### config.mk
export PLATFORM = sky130hd
export DESIGN_NAME = rle_packet_encoder_top
export DESIGN_NICKNAME = d
export VERILOG_FILES = /design/src/hw/rtl/rle_pkg.sv /design/src/hw/rtl/rle_packet_encoder_top.sv /design/src/hw/rtl/rle_lit_mem.sv /design/src/hw/rtl/rle_fmt.sv
export SDC_FILE = /design/constraint.sdc
export NUM_CORES = 2
export LEC_CHECK = 0
export ABC_AREA = 1
export BUFFER_PORTS_ARGS = -buffer_cell sky130_fd_sc_hd__buf_2
export CAP_MARGIN = 10
export CORE_AREA = 2 2 394 240
export DETAILED_ROUTE_END_ITERATION = 10
export DIE_AREA = 0 0 396 242
export MAX_ROUTING_LAYER = met4
export PLACE_DENSITY = 0.73
export SLEW_MARGIN = 10
export SYNTH_ARGS = -nofsm -noshare
export SYNTH_HDL_FRONTEND = slang
export SYNTH_SLANG_ARGS = --single-unit
### constraint.sdc
create_clock -name clk -period 5.34 [get_ports clk]
set_clock_uncertainty 0.15 [all_clocks]
set_input_delay 0 -clock clk [delete_from_list [all_inputs] [get_ports clk]]
set_output_delay 0 -clock clk [all_outputs]
set_load 0.05 [all_outputs]
### src/hw/rtl/rle_pkg.sv
`timescale 1ns / 1ps

package rle_pkg;

	// packet job kinds
	localparam logic [1:0] JOB_NONE = 2'd0;
	localparam logic [1:0] JOB_RUN  = 2'd1;
	localparam logic [1:0] JOB_LIT  = 2'd2;

	// longest run packet
	localparam logic [7:0] MAX_RUN = 8'd128;

	// one packet waiting to go out
	typedef struct packed {
		logic [1:0] kind;
		logic [6:0] cnt;      // literal bytes held in the store
		logic       tail_en;  // literal ends with the byte in tail
		logic [7:0] tail;
		logic [7:0] run_len;
		logic [7:0] run_val;
	} rle_job_t;

	// byte write into the literal store, pos is the byte place in the packet
	typedef struct packed {
		logic       en;
		logic [6:0] pos;
		logic [7:0] data;
	} rle_wr_t;

	// one formatted result
	typedef struct packed {
		logic [3:0][7:0] bytes;
		logic [2:0]      cnt;
		logic            pkt_end;
	} rle_res_t;

	function automatic rle_job_t run_job(input logic [7:0] len, input logic [7:0] val);
		rle_job_t j;
		j         = '0;
		j.kind    = JOB_RUN;
		j.run_len = len;
		j.run_val = val;
		return j;
	endfunction

	function automatic rle_job_t lit_job(input logic [6:0] cnt, input logic tail_en,
			input logic [7:0] tail);
		rle_job_t j;
		j         = '0;
		j.kind    = JOB_LIT;
		j.cnt     = cnt;
		j.tail_en = tail_en;
		j.tail    = tail;
		return j;
	endfunction

endpackage

### src/hw/rtl/rle_packet_encoder_top.sv
`timescale 1ns / 1ps

// Run-length packet encoder for a byte stream.
// Input channel: in_valid / in_stall carry data_byte and stream_end, one byte
// per item; stream_end marks the final byte and flushes all pending data.
// Output channel: out_valid / out_stall carry results of up to four packet
// bytes (out_byte0..3, byte_count), packet_end on the last result of a packet
// and last_of_step on the last result caused by one input item.
// Pending literal bytes sit in a word-wide store with byte lanes, so a
// literal packet is read back one result per memory read.
// Timing: an item that closes no packet is taken without stalling. An item
// that produces results holds in_stall high while it is flushed: the READ
// state starts the store read, then per result the LOAD state takes the
// registered memory read and the WAIT state holds the output handshake. The
// first result becomes valid once READ and LOAD have passed.
// Reset clears all control state and output flags, not the output bytes or
// the literal store; neither holds anything that is read before it is written.
// While the receiver stalls, the current result holds and no input is taken.
module rle_packet_encoder_top #(
	parameter int MAX_LITERAL = 127
) (
	input  logic       clk,
	input  logic       arst_n,
	input  logic       in_valid,
	output logic       in_stall,
	input  logic [7:0] data_byte,
	input  logic       stream_end,
	output logic       out_valid,
	input  logic       out_stall,
	output logic [7:0] out_byte0,
	output logic [7:0] out_byte1,
	output logic [7:0] out_byte2,
	output logic [7:0] out_byte3,
	output logic [2:0] byte_count,
	output logic       packet_end,
	output logic       last_of_step
);
	import rle_pkg::*;

	localparam int Words = MAX_LITERAL / 4 + 1;

	localparam logic [1:0] ST_IDLE = 2'd0;
	localparam logic [1:0] ST_READ = 2'd1;
	localparam logic [1:0] ST_LOAD = 2'd2;
	localparam logic [1:0] ST_WAIT = 2'd3;

	logic [1:0] state_q;

	// encoder state
	logic [6:0] lit_count_q, lit_count_d;
	logic [7:0] run_value_q, run_value_d;
	logic [7:0] run_len_q, run_len_d;
	logic [7:0] held_q, held_d;
	logic       held_valid_q, held_valid_d;
	logic       in_run_q, in_run_d;
	logic [6:0] cnt_inc;

	// flush sequencing
	rle_job_t   cur_q, pend_q;
	rle_job_t   job_a, job_b;
	logic [4:0] word_q;
	logic [4:0] rd_word;
	rle_wr_t    wr;
	logic [3:0][7:0] rd_data;
	rle_res_t   res;

	// output register
	logic [3:0][7:0] out_bytes_q;
	logic [2:0]      byte_count_q;
	logic            packet_end_q;
	logic            last_q;

	logic in_acc;
	logic out_acc;

	assign in_acc  = in_valid && (state_q == ST_IDLE);
	assign out_acc = (state_q == ST_WAIT) && !out_stall;

	assign in_stall     = (state_q != ST_IDLE);
	assign out_valid    = (state_q == ST_WAIT);
	assign out_byte0    = out_bytes_q[0];
	assign out_byte1    = out_bytes_q[1];
	assign out_byte2    = out_bytes_q[2];
	assign out_byte3    = out_bytes_q[3];
	assign byte_count   = byte_count_q;
	assign packet_end   = packet_end_q;
	assign last_of_step = last_q;

	// classify the incoming byte and collect up to two packets
	always_comb begin
		lit_count_d  = lit_count_q;
		run_value_d  = run_value_q;
		run_len_d    = run_len_q;
		held_d       = held_q;
		held_valid_d = held_valid_q;
		in_run_d     = in_run_q;
		job_a        = '0;
		job_b        = '0;
		wr           = '0;
		cnt_inc      = lit_count_q + 7'd1;

		if (in_run_q) begin
			if (data_byte == run_value_q && run_len_q < MAX_RUN) begin
				run_len_d = run_len_q + 8'd1;
			end else begin
				job_a        = run_job(run_len_q, run_value_q);
				in_run_d     = 1'b0;
				run_len_d    = 8'd0;
				held_d       = data_byte;
				held_valid_d = 1'b1;
			end
		end else if (!held_valid_q) begin
			held_d       = data_byte;
			held_valid_d = 1'b1;
		end else if (data_byte == held_q) begin
			if (lit_count_q != 7'd0) begin
				job_a = lit_job(lit_count_q, 1'b0, 8'd0);
			end
			lit_count_d  = 7'd0;
			in_run_d     = 1'b1;
			run_value_d  = data_byte;
			run_len_d    = 8'd2;
			held_valid_d = 1'b0;
		end else begin
			// header sits at byte 0, so literal byte i goes to place i+1
			wr.en       = 1'b1;
			wr.pos      = cnt_inc;
			wr.data     = held_q;
			held_d      = data_byte;
			lit_count_d = cnt_inc;
			if (cnt_inc >= 7'(MAX_LITERAL)) begin
				job_a       = lit_job(cnt_inc, 1'b0, 8'd0);
				lit_count_d = 7'd0;
			end
		end

		// end of stream: flush and start over
		if (stream_end) begin
			if (in_run_d) begin
				job_b = run_job(run_len_d, run_value_d);
			end else if (held_valid_d) begin
				job_b = lit_job(lit_count_d, 1'b1, held_d);
			end
			lit_count_d  = 7'd0;
			run_value_d  = 8'd0;
			run_len_d    = 8'd0;
			held_d       = 8'd0;
			held_valid_d = 1'b0;
			in_run_d     = 1'b0;
		end

		if (!in_acc) begin
			wr.en = 1'b0;
		end
	end

	// store read address
	always_comb begin
		rd_word = 5'd0;
		if (out_acc && !packet_end_q) begin
			rd_word = word_q + 5'd1;
		end
	end

	rle_lit_mem #(
		.Words(Words)
	) u_mem (
		.clk    (clk),
		.wr     (wr),
		.rd_word(rd_word),
		.rd_data(rd_data)
	);

	rle_fmt u_fmt (
		.job     (cur_q),
		.word    (word_q),
		.mem_data(rd_data),
		.res     (res)
	);

	// encoder state update
	always_ff @(posedge clk or negedge arst_n) begin
		if (!arst_n) begin
			lit_count_q  <= '0;
			run_value_q  <= '0;
			run_len_q    <= '0;
			held_q       <= '0;
			held_valid_q <= 1'b0;
			in_run_q     <= 1'b0;
		end else if (in_acc) begin
			lit_count_q  <= lit_count_d;
			run_value_q  <= run_value_d;
			run_len_q    <= run_len_d;
			held_q       <= held_d;
			held_valid_q <= held_valid_d;
			in_run_q     <= in_run_d;
		end
	end

	// flush sequencer
	always_ff @(posedge clk or negedge arst_n) begin
		if (!arst_n) begin
			state_q <= ST_IDLE;
			cur_q   <= '0;
			pend_q  <= '0;
			word_q  <= '0;
		end else begin
			case (state_q)
				ST_IDLE: begin
					word_q <= 5'd0;
					if (in_acc) begin
						if (job_a.kind != JOB_NONE) begin
							cur_q   <= job_a;
							pend_q  <= job_b;
							state_q <= ST_READ;
						end else if (job_b.kind != JOB_NONE) begin
							cur_q   <= job_b;
							pend_q  <= '0;
							state_q <= ST_READ;
						end
					end
				end
				ST_READ: begin
					state_q <= ST_LOAD;
				end
				ST_LOAD: begin
					state_q <= ST_WAIT;
				end
				ST_WAIT: begin
					if (out_acc) begin
						if (!packet_end_q) begin
							word_q  <= word_q + 5'd1;
							state_q <= ST_LOAD;
						end else if (pend_q.kind != JOB_NONE) begin
							cur_q   <= pend_q;
							pend_q  <= '0;
							word_q  <= 5'd0;
							state_q <= ST_LOAD;
						end else begin
							state_q <= ST_IDLE;
						end
					end
				end
				default: begin
					state_q <= ST_IDLE;
				end
			endcase
		end
	end

	// output register loads one formatted result
	always_ff @(posedge clk or negedge arst_n) begin
		if (!arst_n) begin
			byte_count_q <= 3'd0;
			packet_end_q <= 1'b0;
			last_q       <= 1'b0;
		end else if (state_q == ST_LOAD) begin
			byte_count_q <= res.cnt;
			packet_end_q <= res.pkt_end;
			last_q       <= res.pkt_end && (pend_q.kind == JOB_NONE);
		end
	end

	always_ff @(posedge clk) begin
		if (state_q == ST_LOAD) begin
			out_bytes_q <= res.bytes;
		end
	end

endmodule

### src/hw/rtl/rle_lit_mem.sv
`timescale 1ns / 1ps

module rle_lit_mem #(
	parameter int Words = 32
) (
	input  logic               clk,
	input  rle_pkg::rle_wr_t   wr,
	input  logic [4:0]         rd_word,
	output logic [3:0][7:0]    rd_data
);
	import rle_pkg::*;

	localparam int AddrW = (Words > 1) ? $clog2(Words) : 1;

	logic [3:0][7:0] mem [Words];
	logic [4:0]      wr_word;
	logic [1:0]      wr_lane;

	assign wr_word = wr.pos[6:2];
	assign wr_lane = wr.pos[1:0];

	// byte-lane write
	always_ff @(posedge clk) begin
		if (wr.en) begin
			mem[wr_word[AddrW-1:0]][wr_lane] <= wr.data;
		end
	end

	// registered word read
	always_ff @(posedge clk) begin
		rd_data <= mem[rd_word[AddrW-1:0]];
	end

endmodule

### src/hw/rtl/rle_fmt.sv
`timescale 1ns / 1ps

module rle_fmt (
	input  rle_pkg::rle_job_t  job,
	input  logic [4:0]         word,
	input  logic [3:0][7:0]    mem_data,
	output rle_pkg::rle_res_t  res
);
	import rle_pkg::*;

	logic [7:0] total;
	logic [7:0] base;
	logic [7:0] remain;
	logic [7:0] hdr;
	logic [7:0] p;

	// build one four-byte slice of the packet
	always_comb begin
		if (job.kind == JOB_RUN) begin
			total = 8'd2;
			hdr   = job.run_len + 8'd127;
		end else begin
			total = {1'b0, job.cnt} + {7'd0, job.tail_en} + 8'd1;
			hdr   = {1'b0, job.cnt} + {7'd0, job.tail_en} - 8'd1;
		end
		base        = {1'b0, word, 2'b00};
		remain      = total - base;
		res         = '0;
		res.cnt     = (remain >= 8'd4) ? 3'd4 : remain[2:0];
		res.pkt_end = (remain <= 8'd4);
		p           = base;
		for (int l = 0; l < 4; l++) begin
			p = base + 8'(l);
			if (p < total) begin
				if (p == 8'd0) begin
					res.bytes[l] = hdr;
				end else if (job.kind == JOB_RUN) begin
					res.bytes[l] = job.run_val;
				end else if (job.tail_en && (p == total - 8'd1)) begin
					res.bytes[l] = job.tail;
				end else begin
					res.bytes[l] = mem_data[l];
				end
			end
		end
	end

endmodule

# Yosys cells after proc, flatten, opt, wreduce, memory -nomap -nowiden
# Memories as Yosys holds them, arrays and structs flattened. A register that Yosys moved wholly into a read port is not among the register bits.
# Index checks and enable logic that the tools add are counted.
# totals
memories	1
reg_bits	145
wordCells	180
inputBits	13
ramBits	1024
# classes
n_lt_le_gt_ge	10
n_mux	87
n_addsub	12
eq_ne	16
reduce_logical	27
# memory_table
memory	words	width	read_ports	rd_ports_with_merged_regs	wr	line	source
u_mem.mem	32	32	1	1	1	rle_lit_mem.sv:15	logic [3:0][7:0] mem [Words];
# op_table
cell	n
34-bit 2-to-1 mux	20
8-bit 2-to-1 mux	29
34-bit case mux with 2 select lines	2
16-bit 2-to-1 mux	3
8-bit equality test	5
7-bit 2-to-1 mux	5
33-bit 2-to-1 mux	1
8-bit logical NOT	4
32-bit 2-to-1 mux	1
8-bit < comparator	3
5-bit 2-to-1 mux	4
7-bit by 2-bit adder with 8-bit output, second input constant	2
8-bit by 1-bit adder with 8-bit output, second input constant	2
8-bit demux with 2-bit select	1
8-bit by 1-bit subtractor with 8-bit output, second input constant	2
1-bit 2-to-1 mux	12
2-bit 2-to-1 mux	6
1-bit logical AND	10
5-bit case mux with 2 select lines	1
2-bit nonzero test	5
7-bit by 1-bit adder with 8-bit output	1
7-bit by 1-bit adder with 8-bit output, second input constant	1
8-bit by 7-bit adder with 8-bit output, second input constant	1
7-bit by 8-bit equality test with 1-bit output	1
other kinds (23)	30

# Depth between registers and ports, before layout
# logic_depth
depth_word	14
ltp_mapped	25
depth_no_buf	25

# Cells and area by module
# Synthesis repeated with hierarchy kept, for this count alone.
# hier_totals
cells_unflattened	5087
area_unflattened_um2	52840.7
# modules_own_cells
mod	area_each_um2	cells_per_inst	instances
rle_lit_mem	43023.8	3683	1
rle_packet_encoder_top	7468.4	949	1
rle_fmt	2348.5	455	1

# Worst setup path before layout
# OpenSTA, ideal clock, no wires.
# synth_path
path_kind	reg2reg
startpoint	reg held_q[4]
endpoint	mem u_mem.mem[0][0] (netlist name) (data pin)
required_ps	4392
slack_ps	144
setup_ps	798
arrival_time_ps	4248
path_stages_with_launch	9
cell_sequence	dfrtp_1 -> inv_1 -> nand2_1 -> nand4_1 -> nor2_1 -> nand2_1 -> clkbuf_1 -> nand2_1 -> nor2_1
# synth_lines
element	line	source
from (decl)	rle_packet_encoder_top.sv:53	logic [7:0] held_q, held_d;
from (signal assigned)	rle_packet_encoder_top.sv:194	held_q <= held_d;
to (decl)	rle_lit_mem.sv:15	

# Final worst setup path
# layout_path
startpoint	reg held_valid_q
endpoint	mem u_mem.mem[5][1] (netlist name), enable pin
# layout_between
elab_chain_cells	7
# layout_rtl
element	line	source
from (decl)	rle_packet_encoder_top.sv:54	logic held_valid_q, held_valid_d;
from (signal assigned)	rle_packet_encoder_top.sv:195	held_valid_q <= held_valid_d;
16-bit 2-to-1 mux *	rle_packet_encoder_top.sv:112	end else if (!held_valid_q) begin
16-bit 2-to-1 mux *	rle_packet_encoder_top.sv:102	if (in_run_q) begin
2-bit by 3-bit < comparator with 1-bit output (not written as such) / 2-bit by 1-bit >= comparator with 1-bit output (equally long branches)	rle_lit_mem.sv:25	mem[wr_word[AddrW-1:0]][wr_lane] <= wr.data;
1-bit logical AND (not written as such)	rle_lit_mem.sv:25	
8-bit 2-to-1 mux (not written as such)	rle_lit_mem.sv:25	
8-bit demux with 2-bit select	n/a	
32-bit 2-to-1 mux (not written as such)	rle_lit_mem.sv:25	
# Mark *: on every way between the ends. The rest lies on a longest branch, timed or not.

==> results.sh <==
export IMPL_status="finished with violations"
export IMPL_violations="DRC"
export IMPL_worstSetupPathType="flip-flop to flip-flop"
export IMPL_clk_latency_ps=720
export IMPL_irDropWorstVdd_mv=0.5223
export IMPL_crit_required_ps=5510
export IMPL_cts_root_buf="clkbuf_16"
export IMPL_cts_tree="done"
export IMPL_ys_warnings_count=0
export IMPL_dieArea_mm2=0.09583
export IMPL_firstDrtPassIters=9
export IMPL_num_rows=87
export IMPL_core_mm2=0.09264
export IMPL_synth_edf_count=1056
export IMPL_area_growth_synth_to_final_pct=10.61
export IMPL_grt_pass1_wl_mm=210.6
export IMPL_relSlewSlack=0.2183
export IMPL_port_buffer_count=51
export IMPL_setup_viol=0
export IMPL_leakagePower_nw=20.02
export IMPL_cts_clk_slew_worst_paths_ps=70
export IMPL_fillers=7187
export IMPL_overflow=0
export IMPL_fp_dieW_um=396
export IMPL_seq_area_mm2=0.03515
export IMPL_dr_first_iter_drc_count=5706
export IMPL_cts_buffers=104
export IMPL_netlist_area_mm2=0.05035
export IMPL_drc=1
export IMPL_endpoint_kind="flip-flop"
export IMPL_fin_nets=4556
export IMPL_clock_sinks=1200
export IMPL_finalMaxSlewViolations=0
export IMPL_cts_buffer_depth=3
export IMPL_syn_num_nets=4567
export IMPL_vias_per_cell=6.183
export IMPL_wl_met3_mm=19.45
export IMPL_syn_inst=4528
export IMPL_rsz0062_at_grt="false"
export IMPL_antenna_found_initial=3
export IMPL_synth_avg_cell_area_um2=11.12
export IMPL_track_usage=0.2970
export IMPL_wl_met1_mm=60.44
export IMPL_fp_dieH_um=242
export IMPL_ys_seq_area_frac=0.6981
export IMPL_cp_max_fo=9
export IMPL_drive_gt1_frac=0.07313
export IMPL_maxCapViolations=0
export IMPL_critPathLaunchType="flip-flop"
export IMPL_multi_input_area_mm2=0.01349
export IMPL_h_tree_depth=3
export IMPL_grt_start_max_net_pins=178
export IMPL_ys_flop_type="edfxtp_1"
export IMPL_ys_seq_elements=1200
export IMPL_start_util=0.5436
export IMPL_critPathArrivalTime_ps=4780
export IMPL_grt_pass1_vias=33210
export IMPL_antenna_left=0
export IMPL_utilization=0.6012
export IMPL_vias=36200
export IMPL_tightest_slew_ps=1169
export IMPL_finalHoldViolCount=0
export IMPL_postCtsSetupBuffers=0
export IMPL_period_needed_ps=4614
export IMPL_period_share=0.8640
export IMPL_fmaxAchievable_mhz=216.7
export IMPL_wl_met2_mm=56.55
export IMPL_hold_path_class="primary input to flip-flop"
export IMPL_fin_tns_setup_ps=0
export IMPL_boundaryPins=52
export IMPL_async_reset_ff_frac=0.09333
export IMPL_top_layer="met4"
export IMPL_synth_distinct_cells=44
export IMPL_wl_mm=139.5
export IMPL_wl_per_cell_um=23.82
export IMPL_gp_congestion=0.9985
export IMPL_hpwl_mm=85.73
export IMPL_power_density_mw_per_mm2=500.9
## power by group
group | switching (mW) | internal, mW
Combinational | 6.21 | 2.10
Sequential | 0.371 | 11.4
Clock | 3.52 | 4.30
## layer usage
metal / GRT usage / up-vias
met3: 0.08575 / 206
met4: 0.07146 / 0
met2: 0.3794 / 2359
met1: 0.4621 / 17530
met5: - / -
li1: - / 16110
## placed cells by master (no fill, tap or decap), types with 34 or more instances in the layout
cell          n
o21ai_0     195
dfrtp_1     112
edfxtp_1   1056
inv_1       180
nand4_1      34
a21oi_1     403
nand2_1    1253
nor2_1      258
o22ai_1     323
clkbuf_16   105
a31oi_1      35
buf_4        70
nand3_1     171
buf_2        50
## registers in the layout, summed over array words and instances (netlist names)
signal,cells
run_len_q,8
held_valid_q,1
state_q,2
word_q,5
held_q,8
byte_count,3
cur_q,34
out_byte0,8
lit_count_q,7
in_run_q,1
packet_end,1
run_value_q,8
out_byte3,8
u_mem.rd_data,32
out_byte2,8
last_of_step,1
u_mem.mem,1024
pend_q,33
out_byte1,8
## worst paths after layout
path / from / endpoint / slack (ps) / depth (start not counted)
worst max-delay path: held_valid_q / u_mem.mem[5][1] / 730 / 8
worst min register to register: pend_q[15] / pend_q[15] / 320 / 2
min in group asynchronous: arst_n / byte_count[2] / 280 / 4
max in group asynchronous: arst_n / run_len_q[1] / 3870 / 4
worst max register to register: held_valid_q / u_mem.mem[5][1] / 730 / 8
worst min-delay path: data_byte[0] / held_q[0] / 100 / 4
## metrics by stage
step	setup WS [ps]	area [um2]	hold WS, ps	power (mW)	cells
after global placement	1003	51990	-86.09	19.82	5636
final	726.0	55690	96.35	27.90	5855
after CTS	870.2	55690	58.64	27.66	5854
after detailed placement	872.6	51990	-85.51	19.92	5636
after floorplan	144.4	50350	-445.6	17.36	4528
after global routing	398.3	55690	113.4	28.98	5855
## cells in the mapped netlist, types with 5 or more instances
cell / number / area, um2
a21oi_1: 403 / 2017
a22oi_1: 18 / 135.1
a2bb2oi_1: 7 / 61.31
a31oi_1: 35 / 219.0
buf_1: 36 / 135.1
buf_2: 46 / 230.2
clkbuf_1: 188 / 705.7
clkinv_1: 6 / 22.52
dfrtp_1: 112 / 2803
dfxtp_1: 32 / 640.6
edfxtp_1: 1056 / 31710
ha_1: 25 / 312.8
inv_1: 181 / 679.4
inv_2: 9 / 33.78
nand2_1: 1256 / 4715
nand3_1: 171 / 855.8
nand4_1: 34 / 212.7
nor2_1: 269 / 1010
nor2_2: 7 / 43.79
nor3_1: 21 / 105.1
nor4_1: 5 / 31.28
o211ai_1: 12 / 90.09
o21ai_0: 195 / 975.9
o21ai_1: 31 / 155.2
o22ai_1: 323 / 2021
o32ai_1: 5 / 43.79
xor2_1: 13 / 113.9
## critical path: stages (launching register included)
cell	delay, ps
dfrtp_1	410
inv_1	90
nor2_1	410
clkinv_1	380
nor2_1	220
inv_1	70
nor3_1	890
nand2_1	650
nor2_1	970
## cells by family (layout without fill, tap and decap cells)
kind of cell / Yosys count / after routing / share of synthesized area
flip-flops: 1200 / 1200 / 0.6981
AO/OA/AOI/OAI: 1044 / 1044 / 0.1159
buffers and inverters: 467 / 547 / 0.03603
adder cells (fa/ha/maj): 26 / 26 / 0.006610
AND/OR/NAND/NOR: 1775 / 1775 / 0.1405
other: 0 / 1 / 0
XOR/XNOR: 16 / 16 / 0.002783
## final cells by class
cell class | count | area share
diodes | 1 | 0.00004493
well taps | 1246 | 0.02799
repair buffers | 154 | 0.02269
inverters | 196 | 0.01352
clock buffers | 133 | 0.05068
flip-flops and latches | 1200 | 0.6312
multi-input cells | 2861 | 0.2421
clock inverters | 64 | 0.01173
## repair_timing
action / CTS / global route
hold buffers: 21 / 0
endpoints found under the hold margin: 187 / 0
resized for setup: 0 / 0
(Power assumes the default switching activity.)
